`config.mk`:
```
export PLATFORM = sky130hd
export DESIGN_NAME = shell_command_lexer_flat
export DESIGN_NICKNAME = d
export VERILOG_FILES = /design/src/sv/scl_pkg.sv /design/src/sv/scl_cmd_if.sv /design/src/sv/scl_tok_if.sv /design/src/sv/scl_front.sv /design/src/sv/scl_queue.sv /design/src/sv/scl_back.sv /design/src/sv/shell_command_lexer.sv /design/src/flat_wrapper.sv
export SDC_FILE = /design/constraint.sdc
export NUM_CORES = 1
export LEC_CHECK = 0
export ABC_AREA = 0
export BUFFER_PORTS_ARGS = -buffer_cell sky130_fd_sc_hd__buf_2
export CORE_MARGIN = 2
export CORE_UTILIZATION = 59
export DETAILED_ROUTE_END_ITERATION = 10
export GPL_TIMING_DRIVEN = 0
export HOLD_SLACK_MARGIN = 0.1
export PLACE_DENSITY = 0.77
export SLEW_MARGIN = 20
export SYNTH_ARGS = -nofsm -noshare
export SYNTH_HDL_FRONTEND = slang
export SYNTH_SLANG_ARGS = --single-unit
```
`constraint.sdc`:
```
create_clock -name clk -period 14.08 [get_ports clk]
set_clock_uncertainty 0.05 [all_clocks]
set_input_delay 2.112 -clock clk [delete_from_list [all_inputs] [get_ports clk]]
set_output_delay 2.112 -clock clk [all_outputs]
set_load 0.01 [all_outputs]
```
`src/sv/scl_pkg.sv`:
```
`timescale 1ns / 1ps
// ----------------------------------------------------------------------------
// scl_pkg
// Shared types and constants of the command line lexer.
// ----------------------------------------------------------------------------
package scl_pkg;

  localparam int RES_MAX   = 4;
  localparam int RES_IDX_W = 2;
  localparam int RES_CNT_W = 3;
  localparam int CNT_W     = 10;
  localparam int LEN_W     = 8;

  localparam logic [CNT_W-1:0] COUNT_MAX = '1;

  localparam logic [7:0] CH_SP  = 8'h20;
  localparam logic [7:0] CH_TAB = 8'h09;
  localparam logic [7:0] CH_DQ  = 8'h22;
  localparam logic [7:0] CH_SQ  = 8'h27;
  localparam logic [7:0] CH_GT  = 8'h3e;
  localparam logic [7:0] CH_LT  = 8'h3c;
  localparam logic [7:0] CH_BAR = 8'h7c;

  typedef enum logic [2:0] {
    KIND_BYTE = 3'd0,
    KIND_WEND = 3'd1,
    KIND_ROUT = 3'd2,
    KIND_RIN  = 3'd3,
    KIND_APP  = 3'd4,
    KIND_PIPE = 3'd5,
    KIND_LEND = 3'd6
  } kind_t;

  // All results caused by one input byte.
  typedef struct packed {
    logic [RES_CNT_W-1:0]      n;
    kind_t [RES_MAX-1:0]       kinds;
    logic [7:0]                word_byte;
    logic [CNT_W-1:0]          total;
  } bundle_t;

endpackage

```
`src/sv/scl_cmd_if.sv`:
```
`timescale 1ns / 1ps
// ----------------------------------------------------------------------------
// scl_cmd_if
// Input byte channel of the command line lexer.
// ----------------------------------------------------------------------------
interface scl_cmd_if;
  logic       valid;
  logic       ready;
  logic [7:0] char_in;
  logic       line_end;

  modport source(output valid, output char_in, output line_end, input ready);
  modport sink(input valid, input char_in, input line_end, output ready);
endinterface

```
`src/sv/scl_tok_if.sv`:
```
`timescale 1ns / 1ps
// ----------------------------------------------------------------------------
// scl_tok_if
// Token result channel of the command line lexer.
// ----------------------------------------------------------------------------
interface scl_tok_if;
  logic                          valid;
  logic                          ready;
  scl_pkg::kind_t                kind;
  logic [7:0]                    word_byte;
  logic [scl_pkg::CNT_W-1:0]     token_total;
  logic                          last_of_run;

  modport source(output valid, output kind, output word_byte, output token_total,
                 output last_of_run, input ready);
  modport sink(input valid, input kind, input word_byte, input token_total,
               input last_of_run, output ready);
endinterface

```
`src/sv/scl_front.sv`:
```
`timescale 1ns / 1ps
// ----------------------------------------------------------------------------
// scl_front
// Classifies each input byte, updates the lexer state and builds the bundle
// of results that the byte causes.
// ----------------------------------------------------------------------------
module scl_front #(
  parameter int MAX_WORD = 255
) (
  input  logic               clk,
  input  logic               rst,
  scl_cmd_if.sink            cmd,
  output logic               push,
  output scl_pkg::bundle_t   push_data,
  input  logic               full
);

  typedef struct packed {
    logic                                  iw;
    logic                                  q;
    logic                                  qd;
    logic                                  pg;
    logic [scl_pkg::LEN_W-1:0]             wl;
    logic [scl_pkg::CNT_W-1:0]             cnt;
    logic [scl_pkg::RES_CNT_W-1:0]         n;
    scl_pkg::kind_t [scl_pkg::RES_MAX-1:0] kinds;
  } work_t;

  logic                      in_word;
  logic                      quoting;
  logic                      quote_is_double;
  logic                      pending_greater;
  logic [scl_pkg::LEN_W-1:0] word_length;
  logic [scl_pkg::CNT_W-1:0] token_counter;

  logic                      accept;
  work_t                     w;
  logic [7:0]                wb;
  logic [scl_pkg::CNT_W-1:0] total;

  function automatic work_t emit(work_t s, scl_pkg::kind_t k);
    work_t r;
    r = s;
    if (r.n < scl_pkg::RES_CNT_W'(scl_pkg::RES_MAX)) begin
      r.kinds[r.n[scl_pkg::RES_IDX_W-1:0]] = k;
      r.n = r.n + 1'b1;
    end
    return r;
  endfunction

  function automatic work_t count(work_t s);
    work_t r;
    r = s;
    if (r.cnt < scl_pkg::COUNT_MAX) r.cnt = r.cnt + 1'b1;
    return r;
  endfunction

  function automatic work_t close_word(work_t s);
    work_t r;
    r = s;
    if (r.iw && r.wl != '0) begin
      r = emit(r, scl_pkg::KIND_WEND);
      r = count(r);
    end
    r.iw = 1'b0;
    r.q  = 1'b0;
    r.qd = 1'b0;
    r.wl = '0;
    return r;
  endfunction

  assign cmd.ready = !full && !rst;
  assign accept    = cmd.valid && cmd.ready;

  always_comb begin
    logic [7:0]     c;
    logic           take;
    logic           as_byte;
    logic           cw;
    logic           has_op;
    scl_pkg::kind_t op;
    c       = cmd.char_in;
    take    = 1'b1;
    as_byte = 1'b0;
    cw      = 1'b0;
    has_op  = 1'b0;
    op      = scl_pkg::KIND_PIPE;
    wb      = '0;
    total   = '0;
    w       = '0;
    w.iw    = in_word;
    w.q     = quoting;
    w.qd    = quote_is_double;
    w.pg    = pending_greater;
    w.wl    = word_length;
    w.cnt   = token_counter;

    // resolve a held '>' first
    if (w.pg) begin
      w.pg = 1'b0;
      if (c == scl_pkg::CH_GT) begin
        w    = emit(w, scl_pkg::KIND_APP);
        w    = count(w);
        take = 1'b0;
      end else begin
        w = emit(w, scl_pkg::KIND_ROUT);
        w = count(w);
      end
    end

    if (take) begin
      if (w.q) begin
        if (c == (w.qd ? scl_pkg::CH_DQ : scl_pkg::CH_SQ)) begin
          w.q = 1'b0;
        end else begin
          as_byte = 1'b1;
        end
      end else begin
        unique case (c) inside
          scl_pkg::CH_SP, scl_pkg::CH_TAB: begin
            cw = 1'b1;
          end
          scl_pkg::CH_DQ, scl_pkg::CH_SQ: begin
            w.iw = 1'b1;
            w.q  = 1'b1;
            w.qd = (c == scl_pkg::CH_DQ);
          end
          scl_pkg::CH_GT: begin
            cw   = 1'b1;
            w.pg = 1'b1;
          end
          scl_pkg::CH_LT: begin
            cw     = 1'b1;
            has_op = 1'b1;
            op     = scl_pkg::KIND_RIN;
          end
          scl_pkg::CH_BAR: begin
            cw     = 1'b1;
            has_op = 1'b1;
            op     = scl_pkg::KIND_PIPE;
          end
          default: begin
            as_byte = 1'b1;
          end
        endcase
      end
      if (cw) w = close_word(w);
      if (has_op) begin
        w = emit(w, op);
        w = count(w);
      end
      if (as_byte) begin
        w.iw = 1'b1;
        w    = emit(w, scl_pkg::KIND_BYTE);
        wb   = c;
        w.wl = w.wl + 1'b1;
        // split an overlong word
        if (w.wl >= scl_pkg::LEN_W'(MAX_WORD)) w = close_word(w);
      end
    end

    if (cmd.line_end) begin
      if (w.pg) begin
        w    = emit(w, scl_pkg::KIND_ROUT);
        w    = count(w);
        w.pg = 1'b0;
      end
      w     = close_word(w);
      w     = emit(w, scl_pkg::KIND_LEND);
      total = w.cnt;
    end
  end

  assign push                = accept && (w.n != '0);
  assign push_data.n         = w.n;
  assign push_data.kinds     = w.kinds;
  assign push_data.word_byte = wb;
  assign push_data.total     = total;

  always_ff @(posedge clk) begin
    if (rst) begin
      in_word         <= 1'b0;
      quoting         <= 1'b0;
      quote_is_double <= 1'b0;
      pending_greater <= 1'b0;
      word_length     <= '0;
      token_counter   <= '0;
    end else if (accept) begin
      if (cmd.line_end) begin
        in_word         <= 1'b0;
        quoting         <= 1'b0;
        quote_is_double <= 1'b0;
        pending_greater <= 1'b0;
        word_length     <= '0;
        token_counter   <= '0;
      end else begin
        in_word         <= w.iw;
        quoting         <= w.q;
        quote_is_double <= w.qd;
        pending_greater <= w.pg;
        word_length     <= w.wl;
        token_counter   <= w.cnt;
      end
    end
  end

`ifndef SYNTHESIS
  a_len_below_max: assert property (@(posedge clk) disable iff (rst)
    word_length < scl_pkg::LEN_W'(MAX_WORD))
    else $error("word length reached the split limit without closing");

  a_line_clears: assert property (@(posedge clk) disable iff (rst)
    (accept && cmd.line_end) |=> (token_counter == '0 && !in_word && !pending_greater
                                  && !quoting))
    else $error("lexer state not cleared after line end");
`endif

endmodule

```
`src/sv/scl_queue.sv`:
```
`timescale 1ns / 1ps
// ----------------------------------------------------------------------------
// scl_queue
// Short queue of result bundles between the classifier and the emitter.
// ----------------------------------------------------------------------------
module scl_queue #(
  parameter int DEPTH = 2
) (
  input  logic             clk,
  input  logic             rst,
  input  logic             push,
  input  scl_pkg::bundle_t push_data,
  output logic             full,
  input  logic             pop,
  output scl_pkg::bundle_t head,
  output logic             empty
);

  localparam int PTR_W = (DEPTH > 1) ? $clog2(DEPTH) : 1;
  localparam int FILL_W = $clog2(DEPTH + 1);

  scl_pkg::bundle_t  mem [DEPTH];
  logic [PTR_W-1:0]  wr_ptr;
  logic [PTR_W-1:0]  rd_ptr;
  logic [FILL_W-1:0] fill;

  assign full  = (fill == FILL_W'(DEPTH));
  assign empty = (fill == '0);
  assign head  = mem[rd_ptr];

  always_ff @(posedge clk) begin
    if (push) mem[wr_ptr] <= push_data;
  end

  always_ff @(posedge clk) begin
    if (rst) begin
      wr_ptr <= '0;
      rd_ptr <= '0;
      fill   <= '0;
    end else begin
      if (push) wr_ptr <= (wr_ptr == PTR_W'(DEPTH - 1)) ? '0 : wr_ptr + 1'b1;
      if (pop)  rd_ptr <= (rd_ptr == PTR_W'(DEPTH - 1)) ? '0 : rd_ptr + 1'b1;
      if (push && !pop)      fill <= fill + 1'b1;
      else if (pop && !push) fill <= fill - 1'b1;
    end
  end

`ifndef SYNTHESIS
  a_fill_bound: assert property (@(posedge clk) disable iff (rst)
    fill <= FILL_W'(DEPTH) && !(pop && empty) && !(push && full))
    else $error("queue overrun or underrun");
`endif

endmodule

```
`src/sv/scl_back.sv`:
```
`timescale 1ns / 1ps
// ----------------------------------------------------------------------------
// scl_back
// Walks each queued bundle and hands out its results one per cycle through
// an output register, holding while a result waits and tok.ready is low.
// ----------------------------------------------------------------------------
module scl_back (
  input  logic             clk,
  input  logic             rst,
  input  scl_pkg::bundle_t head,
  input  logic             empty,
  output logic             pop,
  scl_tok_if.source        tok
);

  logic                          res_valid;
  scl_pkg::kind_t                res_kind;
  logic [7:0]                    res_byte;
  logic [scl_pkg::CNT_W-1:0]     res_total;
  logic                          res_last;
  logic [scl_pkg::RES_IDX_W-1:0] idx;

  logic                          load;
  logic                          last;
  scl_pkg::kind_t                cur_kind;

  assign cur_kind = head.kinds[idx];
  assign last     = ({1'b0, idx} == head.n - 1'b1);
  assign load     = !empty && (!res_valid || tok.ready);
  assign pop      = load && last;

  always_ff @(posedge clk) begin
    if (rst) begin
      res_valid <= 1'b0;
      idx       <= '0;
    end else if (load) begin
      res_valid <= 1'b1;
      idx       <= last ? '0 : idx + 1'b1;
    end else if (tok.ready) begin
      res_valid <= 1'b0;
    end
  end

  always_ff @(posedge clk) begin
    if (load) begin
      res_kind  <= cur_kind;
      res_byte  <= (cur_kind == scl_pkg::KIND_BYTE) ? head.word_byte : 8'd0;
      res_total <= (cur_kind == scl_pkg::KIND_LEND) ? head.total : '0;
      res_last  <= last;
    end
  end

  assign tok.valid       = res_valid;
  assign tok.kind        = res_kind;
  assign tok.word_byte   = res_byte;
  assign tok.token_total = res_total;
  assign tok.last_of_run = res_last;

`ifndef SYNTHESIS
  a_bundle_size: assert property (@(posedge clk) disable iff (rst)
    !empty |-> (head.n != '0 && head.n <= scl_pkg::RES_CNT_W'(scl_pkg::RES_MAX)))
    else $error("queued bundle has a bad result count");

  a_lend_closes: assert property (@(posedge clk) disable iff (rst)
    (tok.valid && tok.kind == scl_pkg::KIND_LEND) |-> tok.last_of_run)
    else $error("line end result not marked as last of run");
`endif

endmodule

```
`src/sv/shell_command_lexer.sv`:
```
`timescale 1ns / 1ps
// ----------------------------------------------------------------------------
// shell_command_lexer
// Streaming command line tokenizer: words, quotes, redirects and pipes.
// ----------------------------------------------------------------------------
//   channel  dir  payload                                       handshake
//   cmd      in   char_in[8], line_end                          valid/ready
//   tok      out  kind[3], word_byte[8], token_total[10],       valid/ready
//                 last_of_run
//
// A byte is classified in the cycle it is accepted; its results (0 to 4)
// leave one per cycle from the output register while tok.ready is high, so
// one byte per cycle is sustained while each byte yields at most one result.
// A byte with k results holds the emitter until all k have left; the QUEUE_DEPTH
// bundle queue absorbs that until it fills, then cmd.ready drops.
// Synchronous reset clears lexer state, queue and output.
// ----------------------------------------------------------------------------
module shell_command_lexer #(
  parameter int MAX_WORD    = 255,
  parameter int QUEUE_DEPTH = 2
) (
  input  logic       clk,
  input  logic       rst,
  scl_cmd_if.sink    cmd,
  scl_tok_if.source  tok
);

  logic             push;
  scl_pkg::bundle_t push_data;
  logic             full;
  logic             pop;
  scl_pkg::bundle_t head;
  logic             empty;

  scl_front #(.MAX_WORD(MAX_WORD)) u_front (
    .clk       (clk),
    .rst       (rst),
    .cmd       (cmd),
    .push      (push),
    .push_data (push_data),
    .full      (full)
  );

  scl_queue #(.DEPTH(QUEUE_DEPTH)) u_queue (
    .clk       (clk),
    .rst       (rst),
    .push      (push),
    .push_data (push_data),
    .full      (full),
    .pop       (pop),
    .head      (head),
    .empty     (empty)
  );

  scl_back u_back (
    .clk   (clk),
    .rst   (rst),
    .head  (head),
    .empty (empty),
    .pop   (pop),
    .tok   (tok)
  );

endmodule
```
`src/flat_wrapper.sv`:
```
// flat-port wrapper written by rule: the top's interface ports become plain ports
module shell_command_lexer_flat 
#(
  parameter int MAX_WORD    = 255,
  parameter int QUEUE_DEPTH = 2
)
  (clk, rst, cmd_valid, cmd_char_in, cmd_line_end, cmd_ready, tok_valid, tok_kind, tok_word_byte, tok_token_total, tok_last_of_run, tok_ready);
  scl_cmd_if cmd_i ();
  scl_tok_if tok_i ();
  input  logic clk;
  input  logic rst;
  input wire logic [$bits(cmd_i.valid)-1:0] cmd_valid;
  input wire logic [$bits(cmd_i.char_in)-1:0] cmd_char_in;
  input wire logic [$bits(cmd_i.line_end)-1:0] cmd_line_end;
  output wire logic [$bits(cmd_i.ready)-1:0] cmd_ready;
  output wire logic [$bits(tok_i.valid)-1:0] tok_valid;
  output wire logic [$bits(tok_i.kind)-1:0] tok_kind;
  output wire logic [$bits(tok_i.word_byte)-1:0] tok_word_byte;
  output wire logic [$bits(tok_i.token_total)-1:0] tok_token_total;
  output wire logic [$bits(tok_i.last_of_run)-1:0] tok_last_of_run;
  input wire logic [$bits(tok_i.ready)-1:0] tok_ready;
  assign cmd_i.valid = cmd_valid;
  assign cmd_i.char_in = cmd_char_in;
  assign cmd_i.line_end = cmd_line_end;
  assign cmd_ready = cmd_i.ready;
  assign tok_valid = tok_i.valid;
  assign tok_kind = tok_i.kind;
  assign tok_word_byte = tok_i.word_byte;
  assign tok_token_total = tok_i.token_total;
  assign tok_last_of_run = tok_i.last_of_run;
  assign tok_i.ready = tok_ready;
  shell_command_lexer #(.MAX_WORD(MAX_WORD), .QUEUE_DEPTH(QUEUE_DEPTH)) u_core (.clk(clk), .rst(rst), .cmd(cmd_i), .tok(tok_i));
endmodule
```
---- Word-level counts from Yosys, hierarchy flattened ----
Memories as Yosys holds them, arrays and structs flattened. A register that Yosys moved wholly into a read port is not among the register bits.
Cells that the tools add are included.
word-level totals
  register bits after elaboration ......... 51
  memory bits (writable) .................. 66
  bits of input ports ..................... 13
  output and inout port bits .............. 24
  word-level logic and storage cells ...... 218
  memories ................................ 1
memory list
  name                words  width  read ports  clocked after Yosys merged registers in  write ports  line             source
  u_core.u_queue.mem  2      33     1           1                                        1            scl_queue.sv:22  scl_pkg::bundle_t mem [DEPTH];
operators by class
  add/subtract/negate cells ............... 20
  magnitude comparators ................... 29
  equal/unequal tests ..................... 11
  mux-type cells .......................... 90
  bitwise operators ....................... 17
  reductions and logical operators ........ 35
operator list
  operator                 count
  $mux W37                 8
  $mux W25                 6
  $mux W15                 9
  $mux W10                 8
  $add A10 B1 Y10 const B  6
  $lt A10 B10 Y1 const B   6
  $demux W3 S2             7
  $mux W3                  14
  $eq A8 B6 Y1 const B     5
  $mux W34                 1
  $and A8 B8 Y8            4
  $not A8 Y8               4
  $mux W1                  28
  $lt A2 B3 Y1 const B     8
  $mux W8                  3
  $reduce_bool A8 Y1       3
  $add A3 B1 Y3 const B    7
  $lt A3 B3 Y1 const B     7
  $logic_and A1 B1 Y1      16
  $or A4 B4 Y4             4
  $ge A2 B1 Y1 const B     7
  $and A12 B12 Y12         1
  $bwmux W12               1
  $not A12 Y12             1
  26 further kinds         38

---- Logic depth before layout (Yosys ltp) ----
Gate-level depths: netlist of the first run.
  depth in word-level cells ............... 73
  mapped depth ............................ 38
  gate-level depth less buffers ........... 36

---- By module ----
Synthesis of the first run repeated with hierarchy kept, for this count alone.
unflattened totals
  cell total of the unflattened synthesis .. 939
  area total of the unflattened synthesis .. 8729.6 sq um
by module, submodules not included
  module     times used  cells an instance  area each (sq um)  seq. area each (sq um)
  scl_front  1           743                5086.1             440.4
  scl_queue  1           125                2581.2             2082.0
  scl_back   1           71                 1062.3             720.7

---- Worst setup path after synthesis of the first run ----
Ideal clock, no wire load.
  kind .................................... input to register
  start point ............................. input cmd_char_in[0]
  end point ............................... memory u_core.u_queue.mem[0][0] in the netlist's numbering, enable pin
  library setup time ...................... 423 ps
  data arrival time ....................... 8881 ps
  required time ........................... 13607 ps
  path slack .............................. 4726 ps
  stages on the path ...................... 30
  buffers on the path ..................... 4
  cell sequence ........................... buf_6 -> and4b_1 -> buf_4 -> nor3b_4 -> a32oi_2 -> clkbuf_1 -> and2_1 -> ha_1 -> nand2_1 -> nor2_1 -> xnor2_1 -> or4_1 -> nor2_1 -> nand3b_1 -> mux2i_1 -> o21a_1 -> nor2_1 -> inv_1 -> ha_1 -> nor2_1 -> a21oi_1 -> inv_1 -> ha_1 -> nand2_1 -> and2_1 -> clkbuf_1 -> mux2_2 -> a21oi_1 -> o31ai_1 -> nor2_1
RTL lines
  element      line                source
  from (decl)  flat_wrapper.sv:13  input wire logic [$bits(cmd_i.char_in)-1:0] cmd_char_in;
  to (decl)    scl_queue.sv:22

==> results of run 1 <==
## worst paths after layout
check	slack [ps]	to	cells past startpoint
worst max-delay path	3770	u_core.u_queue.mem[0][0]	34
worst min-delay path	450	u_core.u_back.tok.valid	2
worst max register to register	4310	u_core.u_queue.mem[0][0]	37
worst min register to register	450	u_core.u_back.tok.valid	2
## synthesized netlist by cell type, types with 4 or more instances
| cell type | n | area share |
|---|---|---|
| a211oi_1 | 8 | 0.0070 |
| a21oi_1 | 56 | 0.033 |
| a22oi_1 | 18 | 0.016 |
| a31oi_1 | 13 | 0.0095 |
| and2_1 | 18 | 0.013 |
| and3_1 | 17 | 0.012 |
| and4_1 | 4 | 0.0041 |
| buf_2 | 7 | 0.0041 |
| clkbuf_1 | 27 | 0.012 |
| dfxtp_1 | 30 | 0.070 |
| edfxtp_1 | 88 | 0.31 |
| ha_1 | 34 | 0.050 |
| inv_1 | 30 | 0.013 |
| mux2_2 | 12 | 0.016 |
| mux2i_1 | 37 | 0.043 |
| mux4_2 | 6 | 0.016 |
| nand2_1 | 81 | 0.036 |
| nand2b_1 | 10 | 0.0073 |
| nand3_1 | 35 | 0.020 |
| nand3b_1 | 4 | 0.0035 |
| nand4_1 | 15 | 0.011 |
| nor2_1 | 113 | 0.050 |
| nor2b_1 | 4 | 0.0029 |
| nor3_1 | 24 | 0.014 |
| nor4_1 | 10 | 0.0073 |
| o2111ai_1 | 5 | 0.0051 |
| o211ai_1 | 8 | 0.0070 |
| o21a_1 | 12 | 0.011 |
| o21ai_0 | 40 | 0.023 |
| o21ai_1 | 6 | 0.0035 |
| o22ai_1 | 9 | 0.0066 |
| o311ai_1 | 4 | 0.0041 |
| o31a_1 | 5 | 0.0051 |
| o31ai_1 | 11 | 0.0097 |
| or2_2 | 7 | 0.0051 |
| or3_1 | 13 | 0.0095 |
| xnor2_1 | 17 | 0.017 |
| xor2_1 | 11 | 0.011 |
## routing by layer
metal	share of wire	up-vias
met4	0.040	0
met2	0.47	407
li1	-	3663
met1	0.41	3675
met3	0.073	69
met5	0	-
## worst max-delay path, delay by kind of cell
| family | cells | cell delay (ps) |
|---|---|---|
| buffers and inverters | 3 | 430 |
| multiplexers | 3 | 730 |
| AO/OA/AOI/OAI | 13 | 3280 |
| XOR/XNOR | 1 | 200 |
| adder cells (fa/ha/maj) | 4 | 1020 |
| AND/OR/NAND/NOR | 10 | 2690 |
## final cells by class
cell class | instances | area share
Buffer | 42 | 0.02101
Clock buffer | 18 | 0.04581
Clock inverter | 14 | 0.01579
Inverter | 31 | 0.01214
Multi-Input combinational cell | 743 | 0.5210
Sequential cell | 118 | 0.3383
Tap cell | 180 | 0.02349
Timing Repair Buffer | 37 | 0.02245
## sequential cells by signal (all words and copies together), names as in the netlist, named ones only
| signal | cells |
|---|---|
| u_core.u_front.quote_is_double | 1 |
| u_core.u_front.word_length | 8 |
| u_core.u_front.quoting | 1 |
| u_core.u_back.idx | 2 |
| u_core.u_front.token_counter | 10 |
| u_core.u_queue.wr_ptr | 1 |
| u_core.u_queue.mem | 66 |
| u_core.u_queue.fill | 2 |
| u_core.u_queue.rd_ptr | 1 |
| u_core.u_back.tok.token_total | 10 |
| u_core.u_back.tok.valid | 1 |
| u_core.u_front.pending_greater | 1 |
| u_core.u_back.tok.kind | 3 |
| u_core.u_front.in_word | 1 |
| u_core.u_back.tok.word_byte | 8 |
| u_core.u_back.tok.last_of_run | 1 |
## cells in the final DEF, fill, tap and decap left out, drive strengths merged, types with 4 or more instances in the layout
master	instances
nor2	114
edfxtp	88
nand2	81
a21oi	58
buf	51
o21ai	48
clkbuf	46
mux2i	37
nand3	36
ha	34
inv	33
dfxtp	30
nor3	27
a22oi	18
and2	18
and3	18
xnor2	18
nand4	15
or3	14
a31oi	13
mux2	13
nor4	13
o21a	12
o31ai	12
xor2	11
nand2b	10
a211oi	10
o211ai	10
o22ai	9
clkinv	8
or2	7
o311ai	7
mux4	6
o31a	5
o2111ai	5
nor2b	4
and4	4
nand3b	4
or4	4
## power breakdown
group | total (mW) | internal [mW] | switching, mW
clock network | 0.428 | 0.266 | 0.161
logic | 0.181 | 0.0648 | 0.116
registers | 0.443 | 0.428 | 0.0144
## cells by family after synthesis
group / count (synthesis) / synth area share
AND/OR/NAND/NOR: 381 / 0.2293
XOR/XNOR: 29 / 0.03060
buffers and inverters: 73 / 0.03718
multiplexers: 56 / 0.07627
adder cells (fa/ha/maj): 34 / 0.04977
AO/OA/AOI/OAI: 243 / 0.1975
flip-flops: 118 / 0.3794
## per-stage QoR
stage / util / power [mW]
floorplan: - / 0.5626
global placement: 0.6372 / 0.6148
detailed placement: 0.6406 / 0.6249
CTS: 0.6827 / 1.053
global route: 0.6827 / 1.088
finish: 0.6827 / 1.051
==> metrics.cfg, run 1 <==
[run_status]
status = finished, final reports clean

[timing]
final_hold_viol_count = 0
setup_violations = 0
fin_ws_ps = 3769
setup-tns-final_ps = 0
max_freq_mhz = 96.98
final-max-slew-violation-count = 0
rsz0062_at_grt = false
fin_hold_ws_ps = 453.3
fin_crit_sh = 0.7323
maxSlewHeadroom = 0.2794
worst_slew_pin_slew_ps = 1051
timing.final.crit_period_ps = 10310

[worst_setup_path]
worstSetupStartpointType = input port
critical_path.startpoint = cmd_char_in[2]
slowest_stage = nor3_2
cp.required_ps = 14250
path_common_cell = ha_1
r2r-start = u_core.u_front.pending_greater
arrival_ps = 10480
crit_path_max_fanout = 9
critPathKind = input port to flip-flop
cp-end-kind = flip-flop
cp_slowest_stage_delay_ps = 590

[global_routing]
grt_pass1_wl_um = 37410
grtUsageTotal = 0.2994
grt_pass1_vias = 7361
overflow = 0
gr-usage-met1 = 0.3850
use_met3 = 0.05155
top_usage_layer = met2
grt.met2_usage = 0.4950
grt_antenna_before_repair = 0
grt_max_degree = 33

[clock_network]
htreeDepth = 4
clk_root_buffer_cell = clkbuf_16
clk_path_buf_depth = 2
clk_pin_slew_ps = 60
cts_hold_buf = 0
cts_tree = built
cts_made_buffers = 17
post_cts_buffers = 0
clk_latency_ps = 420
ctsResizeCount = 0
clock_sinks = 118

[synth]
synth_edf_count = 88
ys.flop_type = edfxtp_1
syn-num-nets = 981
ys_ff_latch = 118
syn_inst = 934
syn_area_um2 = 8547
seq_area_frac_synth = 0.3794
syn_avg_cell_area_um2 = 9.151
ys_warn_count = 0
synth.distinct_cells = 92
synthArstFlopShare = 0

[place]
io_buffers = 35
post-dp-hpwl_um = 17150
placed_area_um2 = 8996
gp_congestion = 0.9379
dp_cells = 1151
dp_slack_ps = 3599

[layout]
final_cells = 1183
drive_above_1_share = 0.1386
antenna_cells = 0
multi_input_area_um2 = 4995
fill_cells = 1084
area_growth_pct = 12.17
stdcell_area_um2 = 9587
seq_area_um2 = 3243
num-nets-final = 1037

[floorplanning]
dieArea_um2 = 15470
initial_core_util = 0.6087
io_pins = 37
die_height_um = 124.4
rows = 43
core_um2 = 14040
fp.dieW_um = 124.4

[power_and_ir_drop]
ir_worst_vdd_mv = 0.08731
p_leak_nw = 3.474
powerDensity_nw_per_um2 = 109.7

[drt]
wl_per_cell_um = 19.66
drtPass1Iterations = 6
routed_wirelength_um = 23260
drtAntennaViolNets = 0
drc = 0
first_iter_violations = 787
num_vias = 7814
detail_route.vias_per_cell = 6.605

[min_path]
min_path_type = flip-flop to flip-flop
min_from = u_core.u_back.tok.valid

[run]
cap_viol_max_count = 0

No activity file was read; power rests on OpenSTA's default activity.
==> inputs of run 2 (changes only) <==
Settings changed: CORE_UTILIZATION 59 to 57, PLACE_DENSITY 0.77 to 0.78.
Clock period 14.08 ns to 8.94 ns, I/O delays scaled along.
==> metrics.cfg, run 2 (same netlist as run 1, synthesis figures left out) <==
[run_status]
status = finished, final reports clean

[timing]
maxSlewHeadroom = 0.2537
setup_violations = 0
worst_slew_pin_slew_ps = 1111
fin_crit_sh = 0.9489
fin_ws_ps = 457.2
setup-tns-final_ps = 0
final_hold_viol_count = 0
final-max-slew-violation-count = 0
max_freq_mhz = 117.9
timing.final.crit_period_ps = 8483

[global_routing]
grt_pass1_vias = 6988
grt_max_degree = 25
overflow = 0
grt_antenna_before_repair = 1
grtUsageTotal = 0.2833
grt_pass1_wl_um = 36060

[floorplanning]
fp.dieW_um = 126.5
initial_core_util = 0.5858
rows = 44
die_height_um = 126.5
io_pins = 37
dieArea_um2 = 15990
core_um2 = 14590

[clock_network]
clk_root_buffer_cell = clkbuf_16
clk_pin_slew_ps = 50
htreeDepth = 4
clock_sinks = 118
cts_tree = built
clk_latency_ps = 410
cts_made_buffers = 17
clk_path_buf_depth = 2

[power_and_ir_drop]
powerDensity_nw_per_um2 = 169.2
p_leak_nw = 3.529
ir_worst_vdd_mv = 0.1457

[layout]
seq_area_um2 = 3243
fill_cells = 1118
multi_input_area_um2 = 5074
most-common-layout-cells = nor2_1 (110), edfxtp_1 (88), nand2_1 (81), a21oi_1 (55), buf_2 (41)
largest_reg_flops = 66
layout_commonest_cell = nor2_1
area_growth_pct = 13.70
top_register = u_core.u_queue.mem
final_cells = 1191
drive_above_1_share = 0.1521
fin_util = 0.6661
num-nets-final = 1040

[place]
post-dp-hpwl_um = 16420
dp_slack_ps = -649.8
gp_congestion = 0.9452
dp_cells = 1155
io_buffers = 35

[worst_setup_path]
cp-end-kind = flip-flop
crit_path_max_fanout = 10
slowest_stage = or4_1
arrival_ps = 8770
cp.required_ps = 9230
worstSetupStartpointType = input port
critPathBufInv = 5
cp_slowest_stage_delay_ps = 630
critPathTopFamily = simple AND/OR/NAND/NOR gates
critPathKind = input port to flip-flop

[drt]
drtPass1Iterations = 7
routed_wirelength_um = 22600
num_vias = 7675
drtAntennaViolNets = 0
wl_per_cell_um = 18.98
detail_route.vias_per_cell = 6.444
drc = 0
first_iter_violations = 730

[run]
cap_viol_max_count = 0

[min_path]
min_path_type = flip-flop to flip-flop

run 2: worst paths after layout:
| path | startpoint | end | slack (ps) | cells after the start |
|---|---|---|---|---|
| setup / recovery | cmd_char_in[4] | u_core.u_queue.fill[1] | 460 | 33 |
| hold reg to reg | u_core.u_back.tok.valid | u_core.u_back.tok.valid | 440 | 2 |
| setup reg to reg | u_core.u_front.pending_greater | u_core.u_queue.mem[0][2] | 490 | 37 |
| hold / removal | u_core.u_back.tok.valid | u_core.u_back.tok.valid | 440 | 2 |
run 2: area by class of cell:
class | instances | area share
clock buffers | 18 | 0.04519
plain buffers | 41 | 0.02086
flip-flops and latches | 118 | 0.3337
well taps | 184 | 0.02369
repair buffers | 41 | 0.02678
diodes | 1 | 0.0002575
multi-input cells | 743 | 0.5221
clock inverters | 14 | 0.01545
inverters | 31 | 0.01197
run 2: worst reg2reg max path: cells and delay by family (launching register included):
| family | cells | cell delay [ps] |
|---|---|---|
| compound gates | 12 | 2540 |
| xor+xnor | 2 | 280 |
| fa+ha+maj | 5 | 1200 |
| buf+inv | 5 | 850 |
| flops | 1 | 360 |
| mux | 3 | 740 |
| simple gates | 10 | 2240 |
run 2: metrics by stage:
step | area, µm² | total power, mW | hold slack (ps)
3_3_place_gp | 8952 | 0.9626 | 424.6
5_1_grt | 9716 | 1.707 | 482.9
3_5_place_dp | 9016 | 0.9769 | 432.3
4_1_cts | 9628 | 1.650 | 441.0
6_report | 9718 | 1.644 | 440.9
2_1_floorplan | 8547 | 0.8860 | 422.5
run 2: routing by layer:
layer  global-route usage  routed length, µm  vias up
li1                     -                  -     3660
met1               0.3811               9827     3604
met2               0.4520              10410      350
met3              0.05230               1570       61
met4               0.1183                790        0
met5                    0                  0        -
run 2: what timing repair did:
item	in CTS	in global routing
buffers inserted	1	3
endpoints found under the setup margin	20	88
endpoints found under the hold margin	0	0
resized for setup	4	17
hold buffers	0	0
pin swaps	1	2
run 2: where the power goes:
part           internal [mW]  leakage [nW]  total (mW)  switching (mW)
logic                  0.103          2.17       0.279           0.176
registers              0.674          1.08       0.694          0.0196
clock network          0.419         0.283       0.670           0.252
total                   1.20          3.53        1.64           0.447
==> inputs of run 3 (changes only) <==
Settings changed: ABC_AREA 0 to 1, ABC_CLOCK_PERIOD_IN_PS set to 8940.
==> metrics.cfg, run 3 <==
[layout]
fin_util = 0.6514
area_growth_pct = 12.63
final_cells = 1465
top_register = u_core.u_queue.mem
fill_cells = 1291
layout_commonest_cell = nand2_1
num-nets-final = 1312
largest_reg_flops = 66
stdcell_area_um2 = 9793
drive_above_1_share = 0.1449
antenna_cells = 0
most-common-layout-cells = nand2_1 (336), nor2_1 (135), inv_1 (123), nand3_1 (101), edfxtp_1 (88)

[floorplanning]
dieArea_um2 = 16260
fp.dieW_um = 127.5
rows = 45
initial_core_util = 0.5784
io_pins = 37
die_height_um = 127.5
core_um2 = 15030

[place]
io_buffers = 35
dp_slack_ps = 218.8
gp_congestion = 0.9738
placed_area_um2 = 9185
post-dp-hpwl_um = 16730
dp_cells = 1433

[worst_setup_path]
path_common_cell = ha_1
r2r_slack_ps = 1350
cp-end-kind = flip-flop
timing.rr.end = u_core.u_queue.fill[1]
critical_path.startpoint = cmd_char_in[4]
crit_path_max_fanout = 11
arrival_ps = 8560
r2r-start = u_core.u_front.quoting
cp_slowest_stage_delay_ps = 430
worstSetupStartpointType = input port
critPathKind = input port to flip-flop
slowest_stage = o21ai_0
reg2regPathDepth = 37
crit_path_end = u_core.u_queue.fill[1]
cp.required_ps = 9200

[synth]
syn-num-nets = 1255
synth_edf_count = 88
synth.distinct_cells = 53
synth_most_common_cell = nand2_1
synthArstFlopShare = 0
syn_area_um2 = 8695
netlist_top_cells_count = nand2_1 (336), nor2_1 (135), inv_1 (124)
syn_avg_cell_area_um2 = 7.203
synth_top_area_share = 0.3039
ys_warn_count = 0
syn_inst = 1207
synth_top_area_cell = edfxtp_1
ys.flop_type = edfxtp_1
ys_ff_latch = 118
ys_top_cells_by_area = edfxtp_1 (30%), nand2_1 (15%), dfxtp_1 (6.9%)
seq_area_frac_synth = 0.3730

[clock_network]
htreeDepth = 4
cts_tree = built
clk_latency_ps = 420
cts_made_buffers = 17
ctsResizeCount = 0
clk_root_buffer_cell = clkbuf_16
cts_hold_buf = 0
clk_pin_slew_ps = 60
clock_sinks = 118
post_cts_buffers = 0
clk_path_buf_depth = 2

[drt]
routed_wirelength_um = 22650
wl_per_cell_um = 15.46
drtAntennaViolNets = 0
drtPass1Iterations = 5
detail_route.vias_per_cell = 5.720
drc = 0
first_iter_violations = 686
num_vias = 8380

[timing]
final-max-slew-violation-count = 0
final_hold_viol_count = 0
fin_crit_sh = 0.9286
rsz0062_at_grt = false
setup_violations = 0
timing.final.crit_period_ps = 8301
maxSlewHeadroom = 0.4559
fin_ws_ps = 638.7
worst_slew_pin_slew_ps = 813.2
max_freq_mhz = 120.5

[global_routing]
grt_antenna_before_repair = 0
grtUsageTotal = 0.2792
overflow = 0
grt_pass1_vias = 7627
grt_pass1_wl_um = 36360
grt_max_degree = 35

[power_and_ir_drop]
clockPowerShare = 0.424
swShare = 0.2833
combPwrFrac = 0.169
powerDensity_nw_per_um2 = 171.5
p_int_mw = 1.204
switchingPower_mw = 0.4758
pwr-share-seq = 0.408
ir_worst_vdd_mv = 0.1270
p_leak_nw = 4.140

[run_status]
status = finished, final reports clean

[min_path]
min_path_type = flip-flop to flip-flop

[run]
cap_viol_max_count = 0

[run 3: cell count changes in the layout (fill, tap and decap cells not counted), sizes merged, moves of 13 or more]
cell,before,now
nor2,114,158
xnor2,18,4
nand4,15,35
and3,18,0
mux2,13,0
a22oi,18,3
nand2,81,371
inv,33,145
and2,18,1
or3,14,1
mux2i,37,2
nand3,36,117
[run 3: area by class of cell]
class	count	area [µm²]	area share
Clock buffer	18	429.2	0.04382
Inverter	146	550.5	0.05622
Clock inverter	14	176.4	0.01801
Sequential cell	118	3243	0.3312
Multi-Input combinational cell	909	4775	0.4875
Timing Repair Buffer	38	232.7	0.02376
Buffer	34	151.4	0.01546
Tap cell	188	235.2	0.02402
[run 3: kinds of logic (layout without fill, tap and decap cells)]
kind of cell | Yosys count | count (layout) | synth area share
compound gates | 144 | 144 | 0.09584
flops | 118 | 118 | 0.3730
fa+ha+maj | 35 | 35 | 0.05037
xor+xnor | 14 | 14 | 0.01410
mux | 2 | 2 | 0.002303
buf+inv | 180 | 250 | 0.08044
simple gates | 714 | 714 | 0.3839
[run 3: worst max-delay path, delay by kind of cell]
kind / cells / cell delay, ps
adder cells (fa/ha/maj): 8 / 2390
AND/OR/NAND/NOR: 16 / 2360
AO/OA/AOI/OAI: 8 / 1600
buffers and inverters: 8 / 900
[run 3: how the worst min path moves through the flow]
| stage | from | end | slack [ps] | cells after the start |
|---|---|---|---|---|
| after floorplan | u_core.u_front.in_word | u_core.u_front.in_word | 400 | 2 |
| after global placement | u_core.u_front.in_word | u_core.u_front.in_word | 410 | 2 |
| after global routing | u_core.u_front.in_word | u_core.u_front.in_word | 460 | 2 |
| after CTS | u_core.u_front.in_word | u_core.u_front.in_word | 430 | 2 |
| final | u_core.u_front.in_word | u_core.u_front.in_word | 440 | 2 |
| after detailed placement | u_core.u_front.in_word | u_core.u_front.in_word | 420 | 2 |
[run 3: power groups by stage]
stage               clock network, mW  registers [mW]  logic (mW)
floorplan                           0           0.715       0.152
global placement                    0           0.697       0.254
detailed placement                  0           0.695       0.279
CTS                             0.711           0.685       0.282
global route                    0.734           0.689       0.311
finish                          0.712           0.685       0.283
[run 3: metal layers]
metal  vias up  track usage  part of all wire
li1       4118            -                 -
met1      3877       0.3698              0.44
met2       335       0.4681              0.47
met3        50      0.04564             0.067
met4         0      0.09244             0.026
met5         -            0                 0
[run 3: stage by stage]
stage	power (mW)	TNS [ps]	hold WS (ps)
after global routing	1.734	0	460.7
final	1.680	0	438.2
after global placement	0.9507	-25910	406.1
after detailed placement	0.9745	0	422.9
after CTS	1.677	0	431.1
after floorplan	0.8673	0	395.3
